--- src/sv/dreq_pkg.sv ---
// ----------------------------------------------------------------------------
// dreq_pkg
// Types and codes shared by the disk request elevator queue and its cells.
// ----------------------------------------------------------------------------
package dreq_pkg;

	// Result kinds
	localparam logic [1:0] KIND_ACCEPTED   = 2'd0;
	localparam logic [1:0] KIND_DROPPED    = 2'd1;
	localparam logic [1:0] KIND_DISPATCHED = 2'd2;
	localparam logic [1:0] KIND_EMPTY      = 2'd3;

	// Commands broadcast to the row of cells
	localparam logic [1:0] CMD_HOLD = 2'd0;
	localparam logic [1:0] CMD_ENQ  = 2'd1;
	localparam logic [1:0] CMD_DEQ  = 2'd2;

	// Request modes
	localparam logic MODE_ENQ = 1'b0;
	localparam logic MODE_DEQ = 1'b1;

	// Configuration register indexes
	localparam logic REG_MAX_BLOCK = 1'b0;
	localparam logic REG_MAX_SIZE  = 1'b1;

	localparam logic [10:0] MAX_BLOCK_RST = 11'd360;
	localparam logic [14:0] MAX_SIZE_RST  = 15'd9216;

	// Valid operations
	localparam logic [3:0] OP_READ  = 4'd1;
	localparam logic [3:0] OP_WRITE = 4'd2;

	// Width of a non-negative block number minus one
	localparam int NUM_W = 11;

	typedef struct packed {
		logic              mode;
		logic [3:0]        req_op;
		logic signed [15:0] req_id;
		logic signed [11:0] req_block;
		logic signed [15:0] req_size;
		logic [31:0]       req_addr;
		logic [7:0]        head_cyl;
	} req_t;

	typedef struct packed {
		logic [1:0]        kind;
		logic [3:0]        out_op;
		logic signed [15:0] out_id;
		logic signed [11:0] out_block;
		logic signed [15:0] out_size;
		logic [31:0]       out_addr;
		logic [3:0]        error_flags;
		logic [7:0]        out_cyl;
		logic              out_track;
		logic [3:0]        out_sect;
		logic [5:0]        queue_level;
	} rsp_t;

	// One table entry, sorted on key (the block number)
	typedef struct packed {
		logic signed [11:0] key;
		logic [3:0]        op;
		logic signed [15:0] id;
		logic signed [15:0] size;
		logic [31:0]       addr;
	} ent_t;

	typedef struct packed {
		logic [1:0] cmd;
		logic       any_qual;
		ent_t       new_ent;
	} cell_ctl_t;

endpackage

--- src/sv/dreq_cell.sv ---
// ----------------------------------------------------------------------------
// dreq_cell
// One slot of the sorted request table. Inserts, shifts towards either
// neighbour and flags whether its block lies at or beyond the head cylinder.
// ----------------------------------------------------------------------------
module dreq_cell import dreq_pkg::*; #(
	parameter int TRACKS_PER_CYL = 9,
	parameter bit FIRST = 1'b0,
	localparam int HTW = 8 + $clog2(TRACKS_PER_CYL)
) (
	input  logic           clk,
	input  cell_ctl_t      ctl,
	input  logic [HTW-1:0] hthr,
	input  logic           occ,
	input  ent_t           left_ent,
	input  logic           left_le,
	input  logic           left_qual,
	input  ent_t           right_ent,
	output ent_t           ent,
	output logic           le,
	output logic           qual,
	output logic           sel,
	output ent_t           pick
);

	localparam int CW = (HTW > 12) ? HTW : 12;
	localparam logic [12:0] TPC = 13'(TRACKS_PER_CYL);

	ent_t        ent_q;
	logic [12:0] kb1;
	logic [12:0] kb1_mag;
	logic        take_right;

	assign ent = ent_q;

	// The table is sorted, so this is true on a prefix of the occupied slots.
	assign le = occ && (ent_q.key <= ctl.new_ent.key);

	// Cylinder is (block - 1) / tracks, truncated towards zero. A negative
	// numerator only reaches cylinder zero, and only when it is small enough.
	assign kb1     = {ent_q.key[11], ent_q.key} - 13'd1;
	assign kb1_mag = 13'd0 - kb1;
	always_comb begin
		if (kb1[12]) begin
			qual = occ && (hthr == '0) && (kb1_mag < TPC);
		end else begin
			qual = occ && (CW'(kb1[11:0]) >= CW'(hthr));
		end
	end

	// The qualifying slots form a suffix; the first of them is taken, or the
	// head slot when none qualifies.
	assign sel        = ctl.any_qual ? (qual && !left_qual) : FIRST;
	assign take_right = ctl.any_qual ? qual : 1'b1;
	assign pick       = sel ? ent_q : '0;

	always_ff @(posedge clk) begin
		unique case (ctl.cmd)
			CMD_ENQ: begin
				if (!le) begin
					ent_q <= left_le ? ctl.new_ent : left_ent;
				end
			end
			CMD_DEQ: begin
				if (take_right) begin
					ent_q <= right_ent;
				end
			end
			default: begin
				ent_q <= ent_q;
			end
		endcase
	end

endmodule

--- config.mk ---
export PLATFORM = sky130hd
export DESIGN_NAME = dreq_cell
export DESIGN_NICKNAME = d
export VERILOG_FILES = /design/src/sv/dreq_pkg.sv /design/src/sv/dreq_cell.sv
export SDC_FILE = /design/constraint.sdc
export NUM_CORES = 1
export LEC_CHECK = 0
export BUFFER_PORTS_ARGS = -buffer_cell sky130_fd_sc_hd__clkbuf_2
export CAP_MARGIN = 20
export CORE_AREA = 2 2 165 167
export CTS_CLUSTER_DIAMETER = 80
export DETAILED_ROUTE_END_ITERATION = 12
export DIE_AREA = 0 0 167 169
export PLACE_DENSITY = 0.62
export SLEW_MARGIN = 30
export SYNTH_ARGS = -nofsm -noshare
export SYNTH_HDL_FRONTEND = slang
export SYNTH_SLANG_ARGS = --single-unit
--- constraint.sdc ---
create_clock -name clk -period 9.2 [get_ports clk]
set_input_delay 0 -clock clk [delete_from_list [all_inputs] [get_ports clk]]
set_output_delay 0 -clock clk [all_outputs]
set_load 0.005 [all_outputs]
==> summary.txt, run 1 <==
Logic synthesis
  – Synth area leaders: edfxtp_1, mux2i_1, nand2_1
  – Syn Area/Cell: around 8.5 um2
  – Asr flop ratio synth: 0%
  – Seq cells post-synth: 80
  – Main synth FF type: edfxtp_1
  – Synth cell types: 56
  – Top cell type's share of synthesized area: 38.5%
  – Yosys warnings: 0
  – Most common cell in the netlist: nand2_1
  – Area leader, netlist: edfxtp_1
  – Syn Inst Count: around 740
  – Post-synthesis sequential area ratio: roughly two fifths
  – Synth cell count leaders: nand2_1, o21ai_0, a21oi_1
  – Post-Syn Area: ~6200 um2
  – Mapped Nets: about 1000
  – Number of flops mapped to enable cells by yosys: 80

Floorplanning
  – Die height: around 170 um
  – IO Pins: between 400 and 500
  – Die W: roughly 170 um
  – Num rows: 60
  – Die Footprint: 28200 um2
  – Core ar.: between 20000 and 30000 um2
  – Initial Util: 23.5%

Place
  – Port buffer count: about 420
  – Dpl hpwl: approximately 19000 um
  – Placer Congestion: roughly 0.87
  – Area post-placement: 8620 um2

STA
  – RSZ-0062 raised after global routing: false
  – Fmax: between 200 and 250 MHz
  – Setup-failing EPs final: 0
  – Final Hold Viols: 0
  – Worst-margin pin slew: roughly 900 ps
  – Part of the cycle the worst path needs: 50.9%
  – Worst slew margin: 40.3%
  – Slew Viols, Final: 0
  – Layout Skew: between 9 and 10 ps
  – Setup Total Neg Slack: 0 ps
  – Hold slack: between 5 and 6 ps
  – Min cycle time layout: around 4700 ps

Drt
  – Vias per cell: between 4 and 5
  – Final wirelength: 25400 um
  – DR vias: 7248
  – DRC: 0
  – Post-DR wirelength/cell: between 15 and 20 um
  – Routed Antenna Nets: 0
  – Initial detailed-routing violation count: ~440
  – Router iterations before antenna repair: 5

GRT
  – Antenna violations before repair: 0
  – Met1 Use GR: 22.1%
  – GR Overflow Total: 0
  – First-pass GRT wire length: between 30000 and 40000 um
  – GR Util All Layers: 17.2%
  – Met2 usage: between 30 and 40%
  – Most Used Layer, Global Route: met2
  – Met3 Use GR: approximately 2.5%
  – Largest net degree at the start of global routing: 90
  – Vias in the first global route: 7050

Layout
  – Max reg flops: 80
  – Multi-input gate area: about 3500 um2
  – Fin area: just under 10000 um2
  – FF+latch area: approximately 2400 um2
  – Final core occ: 36.5%
  – Number of antenna diodes: 0
  – Fin nets: between 1000 and 1500
  – Area growth syn-to-layout: 54.9%
  – Layout fillers: 2762
  – Layout cell share with drive strength beyond 1: 38.6%

Setup path
  – Cell Chain, Critical Path: inv_1 > ha_1 > nor2b_1 > nand2_1 > nor2_1 > xnor2_1 > inv_1 > ha_1 > and4_1 > a31oi_1 > a211oi_1 > nor3_1 > o211ai_1 > a21oi_1 > a21oi_4 > buf_6
  – Critical Path AT: ~4600 ps
  – Worst EP required: approximately 9200 ps
  – Startpoint Class: flip-flop
  – Flop2flop setup slack: approximately 4500 ps
  – Slowest stage cell, crit path: edfxtp_1
  – Crit Path Class: reg2reg
  – Crit. End Element: flip-flop
  – Max incr delay on CP: around 520 ps
  – Worst Reg-to-Reg Cells: 16
  – Crit path max fanout: 80

Clock network
  – Worst skew pair latency: roughly 340 ps
  – Worst-path clk slew: approximately 70 ps
  – CTS max path bufs: 2
  – Total CTS buffers: 9
  – H-Tree Depth: 3
  – Resized cells post-CTS: 0
  – Root buffer cell: clkbuf_16
  – Clock sink total: 80
  – CTS tree: built

Min path
  – Hold depth: 3
  – Min-delay worst type: in2reg

Power and ir drop
  – Power share of the combinational group: between 20% and 30%
  – Clock Power Share: between 30 and 40%
  – Final Power: around 0.0012 W
  – Switch Pwr: a little under 0.0004 W
  – Seq pwr share: 41.1%
  – Switching share of power: between 30% and 40%
  – Cell Pwr Density: roughly 130 nW/um2
  – Int Pwr: 0.000831 W
  – VDD IR max: approximately 60 uV
  – Leak: between 4 and 5 nW

Status
  – Status: complete, no violations

Job
  – Maxcap violations: 0
-- per-stage QoR --
step | std cells | worst slack (ps)
3_3_place_gp | 1447 | 4640
5_1_grt | 1535 | 4210
2_1_floorplan | 737 | 2020
4_1_cts | 1533 | 4540
6_report | 1535 | 4520
3_5_place_dp | 1447 | 4760
-- critical path: cells and delay by family, from the launching register on --
kind            cells  cell delay [ps]
flops               1              520
simple gates        5              830
xor+xnor            1              160
fa+ha+maj           2              630
compound gates      5             1210
buf+inv             3              780
-- final timing paths --
path | end | from
min reg2reg | ent[78]$_DFFE_PP_ | ent[79]$_DFFE_PP_
min | ent[3]$_DFFE_PP_ | right_ent[3]
max | ent[73]$_DFFE_PP_ | ent[69]$_DFFE_PP_
max reg2reg | ent[73]$_DFFE_PP_ | ent[69]$_DFFE_PP_
-- cells in the final DEF (no fill, tap or decap), types with 2 or more instances in the layout --
cell           synthesis  final
nand4_1                7      7
dlygate4sd3_1          0     71
xnor2_1                5      5
ha_1                  25     25
clkinv_2               0      2
o21ai_0               92     92
nor3_1                 6      6
o21a_1                 2      2
nand4b_1               3      3
inv_6                  0      2
mux2i_1               81     81
or4_1                  2      2
a21oi_1               84     83
a21o_1                 2      2
nand2_1              174    173
buf_4                  5      6
nor2_1                15     15
nor2b_4                0      2
nor4_1                 4      4
inv_1                 34     34
a211oi_2               4      4
clkbuf_2               0    420
and4_1                 2      2
clkbuf_16              0      9
nand3_1                4      4
nand2b_1               4      4
nor2b_1                4      2
or2_2                  2      2
xor2_1                 3      3
o211ai_1               4      4
a211oi_1               3      3
a31oi_1                4      4
nor4b_1                5      4
edfxtp_1              80     80
-- power groups by stage --
| stage | combinational [W] | sequential [W] | clock (W) |
|---|---|---|---|
| 6_report | 0.000342 | 0.000501 | 0.000376 |
| 4_1_cts | 0.000342 | 0.000500 | 0.000390 |
| 3_5_place_dp | 0.000317 | 0.000506 | 0 |
| 2_1_floorplan | 0.000162 | 0.000499 | 0 |
| 5_1_grt | 0.000379 | 0.000507 | 0.000404 |
| 3_3_place_gp | 0.000314 | 0.000507 | 0 |
-- area by class of cell --
class | instances | share of cell area (%)
multi-input combinational | 565 | 36.4
clock inverter | 7 | 0.803
sequential | 80 | 24.9
tap | 341 | 4.41
inverter | 34 | 1.32
timing repair buffer | 499 | 29.9
clock buffer | 9 | 2.33
-- cell families after synthesis --
| group | share of synthesized area (%) |
|---|---|
| AND/OR/NAND/NOR | 17.7 |
| adder cells (fa/ha/maj) | 5.01 |
| AO/OA/AOI/OAI | 18.3 |
| multiplexers | 13.0 |
| XOR/XNOR | 1.38 |
| flip-flops | 38.5 |
| buffers and inverters | 6.06 |
-- repair_timing --
item,CTS,global route
endpoints found under the hold margin,69,1
buffers inserted,0,0
hold buffers,70,1
-- routing by layer --
layer	wire length, um	share of wire, %	vias up
met1	10500	41	3361
met4	504	2.0	0
met5	0	0	-
li1	-	-	3548
met2	12900	51	306
met3	1510	6.0	33
Note: power is estimated with default switching activity, not from simulation.
==> run 2: changes to the inputs <==
- clock period: 9.2 -> 4.81 ns (I/O delays scaled with it)
==> summary.txt, run 2 (synthesis gave the netlist of run 1 again) <==
Layout
  – Most frequent cells in the layout: clkbuf_2, nand2_1, o21ai_0 (unchanged)
  – Commonest non-fill, non-tap cell in the layout: clkbuf_2 (unchanged)
  – Max reg flops: 80 (unchanged)
  – Layout fillers: 2699 (was 2762)
  – Layout cell share with drive strength beyond 1: 38.6% (about the same)
  – Area growth syn-to-layout: 55.2% (was 54.9%)
  – Number of antenna diodes: 0 (unchanged)
  – Fin nets: 1479 (was 1473)
  – Final cell count without fillers: 1541 (was 1535)
  – FF+latch area: 2400 um2 (unchanged)
  – Multi-input gate area: 3500 um2 (was 3520 um2)

Clock network
  – Root buffer cell: clkbuf_16 (unchanged)
  – Clock sink total: 80 (unchanged)
  – Worst skew pair latency: 340 ps (about the same)
  – H-Tree Depth: 3 (unchanged)
  – CTS tree: built (unchanged)
  – Worst-path clk slew: 70 ps (about the same)
  – CTS max path bufs: 2 (unchanged)
  – Total CTS buffers: 9 (unchanged)

Setup path
  – Crit. End Element: primary output (was flip-flop)
  – Crit Path Class: reg2out (was reg2reg)
  – Slowest stage cell, crit path: edfxtp_1 (unchanged)
  – Crit path max fanout: 47 (was 80)
  – Cell Chain, Critical Path: inv_1 > ha_1 > nor2b_1 > nand2_1 > nor2_1 > xnor2_1 > inv_1 > ha_1 > and4_1 > a31oi_1 > a211oi_1 > nor3_1 > o211ai_1 > nand2_4 > buf_12 > a211oi_1 > clkbuf_2 (was inv_1 > ha_1 > nor2b_1 > nand2_1 > nor2_1 > xnor2_1 > inv_1 > ha_1 > and4_1 > a31oi_1 > a211oi_1 > nor3_1 > o211ai_1 > a21oi_1 > a21oi_4 > buf_6)
  – Max incr delay on CP: 510 ps (was 520 ps)
  – Startpoint Class: flip-flop (unchanged)
  – Critical Path AT: 4350 ps (was 4640 ps)
  – Worst EP required: 4810 ps (was 9160 ps)

Place
  – Worst slack, placed: 586 ps (was 4760 ps)
  – Dpl hpwl: 19700 um (was 19000 um)
  – Dpl cells: 1452 (was 1447)
  – Port buffer count: 421 (unchanged)
  – Placer Congestion: 0.921 (was 0.873)

Drt
  – DR vias: 7338 (was 7248)
  – Vias per cell: 4.76 (was 4.72)
  – Initial detailed-routing violation count: 406 (was 442)
  – Final wirelength: 25300 um (was 25400 um)
  – Routed Antenna Nets: 0 (unchanged)
  – DRC: 0 (unchanged)
  – Router iterations before antenna repair: 5 (unchanged)
  – Post-DR wirelength/cell: 16.4 um (was 16.6 um)

Floorplanning
  – Core ar.: 26500 um2 (unchanged)
  – Initial Util: 23.5% (unchanged)
  – Die Footprint: 28200 um2 (unchanged)
  – Num rows: 60 (unchanged)
  – IO Pins: 422 (unchanged)
  – Die W: 167 um (unchanged)
  – Die height: 169 um (unchanged)

GRT
  – Met3 Use GR: 3.04% (was 2.53%)
  – Met2 usage: 29.3% (was 30.0%)
  – Largest net degree at the start of global routing: 100 (was 90)
  – Most Used Layer, Global Route: met2 (unchanged)
  – Met1 Use GR: 21.3% (was 22.1%)
  – GR Util All Layers: 16.9% (was 17.2%)
  – Antenna violations before repair: 0 (unchanged)
  – First-pass GRT wire length: 37700 um (was 38300 um)
  – Vias in the first global route: 6956 (was 7050)
  – GR Overflow Total: 0 (unchanged)

Power and ir drop
  – Leak: 4.52 nW (was 4.51 nW)
  – Cell Pwr Density: 235 nW/um2 (was 126 nW/um2)
  – VDD IR max: 136 uV (was 60.3 uV)

STA
  – Worst-margin pin slew: 920 ps (was 896 ps)
  – Min cycle time layout: around 4300 ps
  – Setup Total Neg Slack: 0 ps (unchanged)
  – RSZ-0062 raised after global routing: false (unchanged)
  – Setup-failing EPs final: 0 (unchanged)
  – Worst setup margin: 462 ps (was 4520 ps)
  – Part of the cycle the worst path needs: between 90% and 100%
  – Slew Viols, Final: 0 (unchanged)
  – Final Hold Viols: 0 (unchanged)
  – Fmax: about 230 MHz
  – Worst slew margin: 38.6% (was 40.3%)
  – Layout Skew: 9.14 ps (was 9.16 ps)

Min path
  – Min-delay worst type: in2reg (unchanged)

Job
  – Maxcap violations: 0 (unchanged)

Status
  – Status: complete, no violations (unchanged)
-- run 2: report_power, final --
| group | switching [W] | internal (W) |
|---|---|---|
| logic | 0.000356 | 0.000307 |
| registers | 0.0000748 | 0.000879 |
| clock network | 0.000302 | 0.000355 |
| total | 0.000732 | 0.00154 |
-- run 2: layout make-up --
cell class | instances | area share [%]
tap | 341 | 4.41
clock inverter | 7 | 0.543
multi-input combinational | 565 | 36.2
clock buffer | 9 | 2.33
timing repair buffer | 505 | 30.4
sequential | 80 | 24.8
inverter | 34 | 1.32
-- run 2: metrics by stage --
| stage | util, % | instance area (um2) | power [W] | hold WS, ps |
|---|---|---|---|---|
| after global routing | 36.5 | 9680 | 0.00240 | 9.72 |
| after detailed placement | 32.7 | 8670 | 0.00158 | 282 |
| final | 36.5 | 9680 | 0.00227 | 20.1 |
| after floorplan | - | 6250 | 0.00126 | 187 |
| after global placement | 32.7 | 8670 | 0.00157 | 276 |
| after CTS | 36.5 | 9680 | 0.00230 | 2.63 |
-- run 2: metal layers --
layer,vias to the layer above,wire length (um)
met4,0,589
met1,3383,10200
met3,46,1840
li1,3556,-
met2,353,12700
met5,-,0
-- run 2: critical path: cells and delay by family, from the launching register on --
family          cells  cell delay (ps)
simple gates        6             1140
flops               1              510
buf+inv             4              730
compound gates      4              830
xor+xnor            1              160
fa+ha+maj           2              640
-- run 2: timing repair --
action	in CTS	in global routing
resized for setup	0	0
hold buffers	73	0
buffers inserted	0	0
endpoints found under the hold margin	73	0
-- run 2: path summary, 6_finish.rpt --
check	from	endpoint	slack (ps)	depth (start not counted)
worst max register to register	ent[69]$_DFFE_PP_	ent[7]$_DFFE_PP_	560	16
worst max-delay path	ent[69]$_DFFE_PP_	pick[79]	460	17
worst min register to register	ent[79]$_DFFE_PP_	ent[74]$_DFFE_PP_	1500	4
worst min-delay path	ctl[61]	ent[61]$_DFFE_PP_	20	3
