**config.mk**
```make
export PLATFORM = sky130hd
export DESIGN_NAME = dreq_post
export DESIGN_NICKNAME = d
export VERILOG_FILES = /design/src/sv/dreq_pkg.sv /design/src/sv/dreq_post.sv
export SDC_FILE = /design/constraint.sdc
export NUM_CORES = 1
export LEC_CHECK = 0
export ABC_AREA = 1
export BUFFER_PORTS_ARGS = -buffer_cell sky130_fd_sc_hd__buf_2
export CORE_ASPECT_RATIO = 0.9
export CORE_UTILIZATION = 60
export DETAILED_ROUTE_END_ITERATION = 16
export PLACE_DENSITY = 0.95
export RECOVER_POWER = 50
export SLEW_MARGIN = 10
export SYNTH_ARGS = -nofsm -noshare
export SYNTH_HDL_FRONTEND = slang
export SYNTH_SLANG_ARGS = --single-unit
```
**constraint.sdc**
```tcl
create_clock -name clk -period 5 [get_ports clk]
set_input_delay 1 -clock clk [delete_from_list [all_inputs] [get_ports clk]]
set_output_delay 1 -clock clk [all_outputs]
set_load 0.05 [all_outputs]
```
**src/sv/dreq_pkg.sv**
```systemverilog
// ----------------------------------------------------------------------------
// dreq_pkg
// Types and codes shared by the disk request elevator queue and its cells.
// ----------------------------------------------------------------------------
package dreq_pkg;

	// Result kinds
	localparam logic [1:0] KIND_ACCEPTED   = 2'd0;
	localparam logic [1:0] KIND_DROPPED    = 2'd1;
	localparam logic [1:0] KIND_DISPATCHED = 2'd2;
	localparam logic [1:0] KIND_EMPTY      = 2'd3;

	// Commands broadcast to the row of cells
	localparam logic [1:0] CMD_HOLD = 2'd0;
	localparam logic [1:0] CMD_ENQ  = 2'd1;
	localparam logic [1:0] CMD_DEQ  = 2'd2;

	// Request modes
	localparam logic MODE_ENQ = 1'b0;
	localparam logic MODE_DEQ = 1'b1;

	// Configuration register indexes
	localparam logic REG_MAX_BLOCK = 1'b0;
	localparam logic REG_MAX_SIZE  = 1'b1;

	localparam logic [10:0] MAX_BLOCK_RST = 11'd360;
	localparam logic [14:0] MAX_SIZE_RST  = 15'd9216;

	// Valid operations
	localparam logic [3:0] OP_READ  = 4'd1;
	localparam logic [3:0] OP_WRITE = 4'd2;

	// Width of a non-negative block number minus one
	localparam int NUM_W = 11;

	typedef struct packed {
		logic              mode;
		logic [3:0]        req_op;
		logic signed [15:0] req_id;
		logic signed [11:0] req_block;
		logic signed [15:0] req_size;
		logic [31:0]       req_addr;
		logic [7:0]        head_cyl;
	} req_t;

	typedef struct packed {
		logic [1:0]        kind;
		logic [3:0]        out_op;
		logic signed [15:0] out_id;
		logic signed [11:0] out_block;
		logic signed [15:0] out_size;
		logic [31:0]       out_addr;
		logic [3:0]        error_flags;
		logic [7:0]        out_cyl;
		logic              out_track;
		logic [3:0]        out_sect;
		logic [5:0]        queue_level;
	} rsp_t;

	// One table entry, sorted on key (the block number)
	typedef struct packed {
		logic signed [11:0] key;
		logic [3:0]        op;
		logic signed [15:0] id;
		logic signed [15:0] size;
		logic [31:0]       addr;
	} ent_t;

	typedef struct packed {
		logic [1:0] cmd;
		logic       any_qual;
		ent_t       new_ent;
	} cell_ctl_t;

endpackage

```
**src/sv/dreq_post.sv**
```systemverilog
// ----------------------------------------------------------------------------
// dreq_post
// Checks a dispatched request and splits its block into cylinder, track and
// sector over two stages, then drives the result register.
// ----------------------------------------------------------------------------
module dreq_post import dreq_pkg::*; #(
	parameter int TRACKS_PER_CYL = 9
) (
	input  logic        clk,
	input  logic        arst_n,
	input  logic        v_s2,
	input  logic [1:0]  kind_s2,
	input  ent_t        pick_s2,
	input  logic [5:0]  level_s2,
	input  logic [10:0] max_block,
	input  logic [14:0] max_size,
	output logic        done,
	output rsp_t        result
);

	localparam int DIV_SH  = NUM_W + $clog2(TRACKS_PER_CYL);
	localparam int DIV_MUL = ((1 << DIV_SH) + TRACKS_PER_CYL - 1) / TRACKS_PER_CYL;
	localparam int PW      = DIV_SH + NUM_W;
	localparam int RW      = $clog2(TRACKS_PER_CYL);
	localparam int SW      = RW + 1;

	logic [3:0]       flags;
	logic [NUM_W-1:0] b1;
	logic [PW-1:0]    prod;
	logic [15:0]      size_m1;

	logic             v_s3;
	logic [1:0]       kind_s3;
	ent_t             pick_s3;
	logic [3:0]       flags_s3;
	logic [5:0]       level_s3;
	logic [NUM_W-1:0] b1_s3;
	logic [NUM_W-1:0] q_s3;

	logic [NUM_W-1:0] qt;
	logic [NUM_W-1:0] rem_w;
	logic [RW-1:0]    rem;
	logic             trk;
	logic [SW-1:0]    sec;
	rsp_t             rsp;
	logic             done_q;
	rsp_t             result_q;

	assign size_m1 = pick_s2.size - 16'sd1;

	always_comb begin
		flags    = '0;
		flags[0] = (pick_s2.op == 4'd0) || (pick_s2.op > OP_WRITE);
		flags[1] = pick_s2.id[15] || (pick_s2.id == '0);
		flags[2] = pick_s2.key[11] || (pick_s2.key == '0) || (pick_s2.key[10:0] > max_block);
		flags[3] = pick_s2.size[15] || ((pick_s2.size & size_m1) != '0) ||
			(pick_s2.size[14:0] > max_size);
	end

	// Quotient by the track count through a reciprocal that is exact for any
	// eleven-bit numerator.
	assign b1   = pick_s2.key[10:0] - 11'd1;
	assign prod = PW'(b1) * PW'(DIV_MUL);

	always_ff @(posedge clk or negedge arst_n) begin
		if (!arst_n) begin
			v_s3 <= 1'b0;
		end else begin
			v_s3 <= v_s2;
		end
	end

	always_ff @(posedge clk) begin
		if (v_s2) begin
			kind_s3  <= kind_s2;
			pick_s3  <= pick_s2;
			flags_s3 <= flags;
			level_s3 <= level_s2;
			b1_s3    <= b1;
			q_s3     <= prod[DIV_SH +: NUM_W];
		end
	end

	assign qt    = q_s3 * NUM_W'(TRACKS_PER_CYL);
	assign rem_w = b1_s3 - qt;
	assign rem   = rem_w[RW-1:0];

	always_comb begin
		if (rem <= RW'(TRACKS_PER_CYL / 2)) begin
			trk = 1'b0;
			sec = {rem, 1'b0};
		end else begin
			trk = 1'b1;
			sec = {rem, 1'b0} - SW'(TRACKS_PER_CYL);
		end
	end

	always_comb begin
		rsp             = '0;
		rsp.kind        = kind_s3;
		rsp.queue_level = level_s3;
		if (kind_s3 == KIND_DISPATCHED) begin
			rsp.out_op      = pick_s3.op;
			rsp.out_id      = pick_s3.id;
			rsp.out_block   = pick_s3.key;
			rsp.out_size    = pick_s3.size;
			rsp.out_addr    = pick_s3.addr;
			rsp.error_flags = flags_s3;
			if (flags_s3 == '0) begin
				rsp.out_cyl   = (q_s3 > 11'd255) ? 8'hFF : q_s3[7:0];
				rsp.out_track = trk;
				rsp.out_sect  = (sec > SW'(15)) ? 4'hF : 4'(sec);
			end
		end
	end

	always_ff @(posedge clk or negedge arst_n) begin
		if (!arst_n) begin
			done_q <= 1'b0;
		end else begin
			done_q <= v_s3;
		end
	end

	always_ff @(posedge clk) begin
		if (v_s3) begin
			result_q <= rsp;
		end
	end

	assign done   = done_q;
	assign result = result_q;

endmodule

```
==> results of run 1 <==
[logic make-up after synthesis]
kind of cell               after synthesis  share of synthesized area
buffers and inverters                  230                    0.07919
xor gates and xnor gates                22                    0.01767
AOI/OAI and AO/OA                       68                    0.03455
and+or+nand+nor                        286                     0.1106
DFF                                    211                     0.5803
adders and majority gates              135                     0.1777
[worst register-to-register path: cells and delay by family, from the launching register on]
| kind | cells | cell delay [ns] |
|---|---|---|
| AND/OR/NAND/NOR | 3 | 0.59 |
| XOR/XNOR | 2 | 0.42 |
| AO/OA/AOI/OAI | 1 | 0.16 |
| adder cells (fa/ha/maj) | 5 | 1.50 |
| flip-flops | 1 | 0.47 |
| buffers and inverters | 2 | 0.17 |
[power groups by stage]
stage | sequential [uW] | clock, uW | combinational (uW)
5_1_grt | 2250 | 1480 | 3690
4_1_cts | 2240 | 1420 | 3020
3_3_place_gp | 2260 | 0 | 2660
2_1_floorplan | 2510 | 0 | 1710
3_5_place_dp | 2270 | 0 | 2820
6_report | 2240 | 1410 | 3420
[cell usage in the layout (no fill, tap or decap), types with 3 or more instances in the layout]
cell / Yosys / routed
a21o_1: 3 / 3
a21oi_1: 34 / 25
a21oi_2: 0 / 6
a21oi_4: 0 / 3
buf_2: 0 / 175
buf_4: 0 / 80
clkbuf_1: 4 / 53
clkbuf_16: 0 / 21
clkinv_2: 0 / 3
diode_2: 0 / 3
edfxtp_1: 209 / 209
fa_1: 33 / 29
fa_2: 0 / 4
ha_1: 102 / 85
ha_4: 0 / 17
inv_1: 219 / 208
inv_2: 1 / 8
nand2_1: 91 / 82
nand2_2: 4 / 9
nand2_4: 0 / 4
nand3_1: 25 / 21
nand3_2: 0 / 3
nand4_1: 8 / 8
nor2_1: 138 / 130
nor2_2: 2 / 4
nor2_4: 2 / 8
nor3_1: 6 / 4
nor4_1: 4 / 3
o21ai_0: 18 / 9
o21ai_1: 3 / 10
o31ai_1: 4 / 4
xnor2_1: 4 / 4
xor2_1: 18 / 13
xor2_2: 0 / 4
[layer usage]
metal  share of wire  up-vias  wire (um)
li1                -     3737          -
met1            0.35     3876       9985
met2            0.51      466      14510
met3           0.086      107       2425
met4           0.047        0       1320
met5               0        -          0
[sequential cells by signal, summed over array words and instances, names as in the netlist]
name	count
result	105
done	1
q_s3	8
kind_s3	2
flags_s3	4
level_s3	6
pick_s3	80
v_s3	1
b1_s3	4
[layout make-up]
cell class	count	area [um^2]
sequential	211	6326
multi-input combinational	511	4194
fill	1010	3715
timing repair buffer	307	1715
inverter	220	859.6
clock buffer	28	571.8
tap	240	300.3
clock inverter	7	37.54
antenna	3	7.507
[synthesized netlist by cell type, drive strengths merged, types with 2 or more instances]
library cell,instances
xor2,18
or2,2
dfrtp,2
ha,102
nand2,95
buf,6
nor4,4
fa,33
o31ai,4
nand3,26
edfxtp,209
clkbuf,4
inv,220
nand4,8
a21o,3
a21oi,34
o21ai,21
o21a,2
nor3,7
nor2,142
xnor2,4
[stage by stage]
step / cells / power [uW] / TNS, ns / hold WS, ns / worst slack [ns]
after floorplan: 952 / 4219 / -2.189 / 0.4003 / -0.3384
after global placement: 1475 / 4919 / -4.945 / 0.4003 / -0.6656
after detailed placement: 1475 / 5095 / -6.472 / 0.4072 / -0.9076
after CTS: 1519 / 6673 / -0.8332 / 0.2923 / -0.1982
after global routing: 1527 / 7428 / -3.091 / 0.2931 / -0.5053
final: 1527 / 7068 / -1.613 / 0.3141 / -0.3109
[timing repair]
action | 4_1_cts | 5_1_grt
setup endpoints to repair | 8 | 8
pin swaps | 31 | 40
gates resized for setup | 28 | 45
setup buffers | 9 | 5
[how the worst min path moves through the flow]
stage / cells past startpoint / start / to
2_1_floorplan: 0 / level_s3[0] / result[0]
3_3_place_gp: 0 / level_s3[2] / result[2]
3_5_place_dp: 0 / level_s3[3] / result[3]
4_1_cts: 1 / arst_n / v_s3
5_1_grt: 1 / arst_n / v_s3
6_report: 1 / arst_n / done
==> flow_metrics.tcl, run 1 <==
set metrics [dict create \
    ys_warn_count 0 \
    place.gp.congestion 0.8879 \
    cts.sinks 211 \
    setup_viol 8 \
    irDropWorstVdd_mv 0.3348 \
    start_util 0.6150 \
    io_buffers 222 \
    synth_top_flop_cell "edfxtp_1" \
    slew_headroom -0.2150 \
    grt.met3_usage 0.05505 \
    use_met1 0.3384 \
    maxCapViolCount 1 \
    die_height_um 129.9 \
    synth-seq-area-share 0.5803 \
    syn_area_um2 10900 \
    ys_ff_latch 211 \
    cp_slowest_stage_delay_ns 0.52 \
    grt_util_met2 0.5541 \
    cp-startpoint "pick_s2[70]" \
    num_rows 46 \
    avgSynthCellArea_um2 11.45 \
    worstMarginPinSlew_ns 1.823 \
    r2r-start "b1_s3[2]" \
    synth_edf_count 209 \
    clkPwrFrac 0.199 \
    cts_buffers 21 \
    postPlaceCellArea_um2 13050 \
    hold_class "in2async" \
    drt_iter0_drc 651 \
    clock_path_buffers 3 \
    synth.area.top_cells "edfxtp_1, ha_1, inv_1" \
    slew_violations 44 \
    cp_top_family "adder cells" \
    internal-power_uw 4342 \
    worstSetupEndpoint "q_s3[5]" \
    status "finished with violations" \
    synth_top_area_cell "edfxtp_1" \
    wl_per_cell_um 18.49 \
    synth_nets 1204 \
    cts_tree "built" \
    worst_setup_path_end_kind "flip-flop" \
    via_per_inst 5.361 \
    p_seq_frac 0.317 \
    failed_checks "max-capacitance violations, max-slew violations, negative setup slack" \
    dpl.hpwl_mm 19.89 \
    post-route-worst-setup-slack_ns -0.3109 \
    coreArea_um2 17730 \
    antenna_found_initial 3 \
    crit_slowest_cell "fa_1" \
    path_max_fanout 4 \
    synth-async-reset-ratio 0.009479 \
    ant_nets 0 \
    drive_above_1_share 0.2897 \
    insertion_delay_ns 0.48 \
    max_freq_mhz 188.3 \
    first_pass_iters 7 \
    synthToLayoutAreaGrowth_pct 28.53 \
    arrival_ns 5.55 \
    switching_share 0.3857 \
    grt.busiest_layer "met2" \
    die_area_um2 18710 \
    clkTransAtPathRegs_ns 0.06 \
    hold_buffers 0 \
    cp.buffers_inverters 5 \
    vias 8186 \
    critical_path_class "in2reg" \
    grt_overflow 0 \
    synth_cell_types 35 \
    grtUsageTotal 0.2990 \
    finish.utilization 0.7904 \
    cp-start-kind "input port" \
    root_buffer "clkbuf_16" \
    final-hold-violation-count 0 \
    cts-htree-levels 1 \
    synth_top_area_frac 0.5757 \
    pwr-share-comb 0.484 \
    wl_mm 28.24 \
    fin_crit_sh 1.062 \
    post-route-cell-area_um2 14010 \
    reg2reg_depth 13 \
    power_density_nw_per_um2 504.4 \
    grt_max_degree 77 \
    syn_inst 952 \
    worst_ep_required_time_ns 5.24 \
    cp_common_cell "fa_1" \
    drcViolationCount 0 \
    switching_power_uw 2726 \
    grt_setup_unrepaired "true" \
    r2r_slack_ns 1.52 \
    finalCriticalPeriod_ns 5.311 \
    crit_chain "buf_2 > inv_1 > nand4_1 > nor3_2 > nand3b_1 > xor2_2 > fa_1 > ha_4 > fa_1 > fa_1 > inv_2 > fa_1 > inv_2 > ha_4 > nand2_4 > nor2_4 > inv_2 > nor2_1 > o21ai_1 > nand2_2 > nand2_2 > nand3_2 > nand2_1" \
    fp.dieW_um 144.1 \
    grt_pass1_wl_mm 41.95 \
    clock_skew_ns 0.01625 \
    nets 1524 \
    grt_pass1_vias 8294 \
    worstSetupPathDepth 23 \
    worst_r2r_endpoint "result[7]" \
    power.leakage_uw 0.006558 \
    ios 223 \
]
No activity file was read; power rests on OpenSTA's default activity.
==> run 2, diff against run 1 <==
--- a/config.mk
+++ b/config.mk
@@ -11,7 +11,6 @@
 export CORE_UTILIZATION = 60
 export DETAILED_ROUTE_END_ITERATION = 16
 export PLACE_DENSITY = 0.95
-export RECOVER_POWER = 50
 export SLEW_MARGIN = 10
 export SYNTH_ARGS = -nofsm -noshare
 export SYNTH_HDL_FRONTEND = slang
==> constraint.sdc (replaced) <==
create_clock -name clk -period 5 [get_ports clk]
set_input_delay 1 -clock clk [delete_from_list [all_inputs] [get_ports clk]]
set_output_delay 1 -clock clk [all_outputs]
set_load 0.01 [all_outputs]
==> flow_metrics.tcl, run 2 (synthesis gave the netlist of run 1 again) <==
set metrics [dict create \
    status "finished with violations" \
    failed_checks "negative setup slack" \
    io_buffers 222 \
    slew_headroom 0.3287 \
    ant_nets 0 \
    via_per_inst 5.346 \
    die_area_um2 18710 \
    grt_max_degree 77 \
    r2r-start "b1_s3[2]" \
    clkTransAtPathRegs_ns 0.06 \
    crit_chain "buf_2 > inv_1 > nand4_1 > nor3_2 > nand3b_1 > xor2_2 > fa_1 > ha_4 > fa_1 > fa_1 > inv_2 > fa_1 > inv_2 > ha_4 > a21oi_4 > o21ai_2 > a21boi_2 > nand2_2 > buf_6 > xor2_1" \
    drive_above_1_share 0.3279 \
    start_util 0.6150 \
    finalCriticalPeriod_ns 5.308 \
    cp_slowest_stage_delay_ns 0.52 \
    num_rows 46 \
    mostFrequentLayoutCell "buf_2" \
    grt_overflow 0 \
    antenna_found_initial 4 \
    irDropWorstVdd_mv 0.3343 \
    cp_common_cell "fa_1" \
    fin_hold_ws_ns 0.3012 \
    power.leakage_uw 0.006693 \
    first_pass_iters 7 \
    grtUsageTotal 0.2990 \
    worstMarginPinSlew_ns 1.007 \
    vias 8174 \
    power_density_nw_per_um2 487.1 \
    clock_skew_ns 0.01606 \
    critical_path_class "in2reg" \
    crit_slowest_cell "fa_1" \
    wl_per_cell_um 18.51 \
    tns_ns -1.613 \
    clock_path_buffers 3 \
    cp-startpoint "pick_s2[70]" \
    die_height_um 129.9 \
    arrival_ns 5.54 \
    hold_buffers 0 \
    cts.sinks 211 \
    cp-start-kind "input port" \
    synthToLayoutAreaGrowth_pct 29.25 \
    max_freq_mhz 188.4 \
    reg2reg_depth 13 \
    cts_tree "built" \
    cts-htree-levels 1 \
    nets 1524 \
    dpl.hpwl_mm 19.89 \
    grt_pass1_wl_mm 41.95 \
    maxCapViolCount 0 \
    cts_buffers 21 \
    drcViolationCount 0 \
    grt_setup_unrepaired "true" \
    slew_violations 0 \
    largest_reg_flops 105 \
    fill_cells 968 \
    root_buffer "clkbuf_16" \
    hold_class "in2async" \
    drt_iter0_drc 730 \
    final-hold-violation-count 0 \
    grt_pass1_vias 8294 \
    r2r_slack_ns 1.51 \
    worst_ep_required_time_ns 5.23 \
    most-common-layout-cells "buf_2, edfxtp_1, inv_1" \
    insertion_delay_ns 0.48 \
    worst_setup_path_end_kind "flip-flop" \
    place.gp.congestion 0.8879 \
    coreArea_um2 17730 \
    fin_crit_sh 1.062 \
    fp.dieW_um 144.1 \
    wl_mm 28.30 \
    post-route-worst-setup-slack_ns -0.3076 \
    worst_r2r_endpoint "result[7]" \
    path_max_fanout 4 \
    ios 223 \
    setup_viol 8 \
]
==> run 2: cell count changes in the layout (fill, tap and decap cells not counted), sizes merged <==
cell    before  now
buf        258  307
clkbuf      77   28
diode        3    5
==> run 2: layer usage <==
metal | vias up | part of all wire | GRT usage
li1 | 3734 | - | -
met1 | 3842 | 0.36 | 0.3384
met2 | 484 | 0.51 | 0.5541
met3 | 114 | 0.083 | 0.05505
met4 | 0 | 0.044 | 0.1264
met5 | - | 0 | 0
==> run 2: cell type report <==
| class | count | area, um^2 | area share |
|---|---|---|---|
| sequential | 211 | 6330 | 0.4492 |
| multi-input combinational | 511 | 4194 | 0.2976 |
| timing repair buffer | 307 | 1785 | 0.1267 |
| inverter | 220 | 859.6 | 0.06100 |
| clock buffer | 28 | 571.8 | 0.04058 |
| tap | 240 | 300.3 | 0.02131 |
| clock inverter | 7 | 37.54 | 0.002664 |
| antenna | 5 | 12.51 | 0.0008879 |
==> run 2: critical path: cells and delay by family <==
kind	cells	cell delay, ns
adders and majority gates	6	2.51
and+or+nand+nor	4	0.70
AOI/OAI and AO/OA	3	0.41
xor gates and xnor gates	2	0.45
buffers and inverters	5	0.47
==> run 2: repair_timing <==
item | in CTS | in global routing
endpoints found under the setup margin | 8 | 8
gates resized for setup | 28 | 45
buffers inserted | 9 | 5
pin swaps | 31 | 40
==> run 2: worst max-delay path by stage <==
| stage | to | slack, ns | cells after the start |
|---|---|---|---|
| finish | q_s3[3] | -0.31 | 20 |
| CTS | q_s3[5] | -0.20 | 25 |
| detailed placement | q_s3[5] | -0.91 | 25 |
| floorplan | q_s3[5] | -0.34 | 22 |
| global placement | q_s3[6] | -0.67 | 23 |
| global route | q_s3[5] | -0.51 | 23 |
==> run 2: per-stage QoR <==
stage | instance area, um^2 | worst slack [ns] | total power, uW | cells | util
after floorplan | 11140 | -0.3384 | 4005 | 952 | -
after detailed placement | 13050 | -0.9076 | 4883 | 1475 | 0.7362
final | 14090 | -0.3076 | 6864 | 1529 | 0.7949
after global routing | 14090 | -0.5054 | 7224 | 1528 | 0.7947
after CTS | 13840 | -0.1982 | 6462 | 1519 | 0.7805
after global placement | 13050 | -0.6656 | 4707 | 1475 | 0.7362
==> run 2: report_power, final <==
group | leakage, uW | switching [uW] | total (uW) | internal, uW
Combinational | 0.00435 | 1840 | 3210 | 1380
Sequential | 0.00205 | 70.5 | 2240 | 2170
Clock | 0.000294 | 611 | 1410 | 799
Total | 0.00669 | 2520 | 6860 | 4350
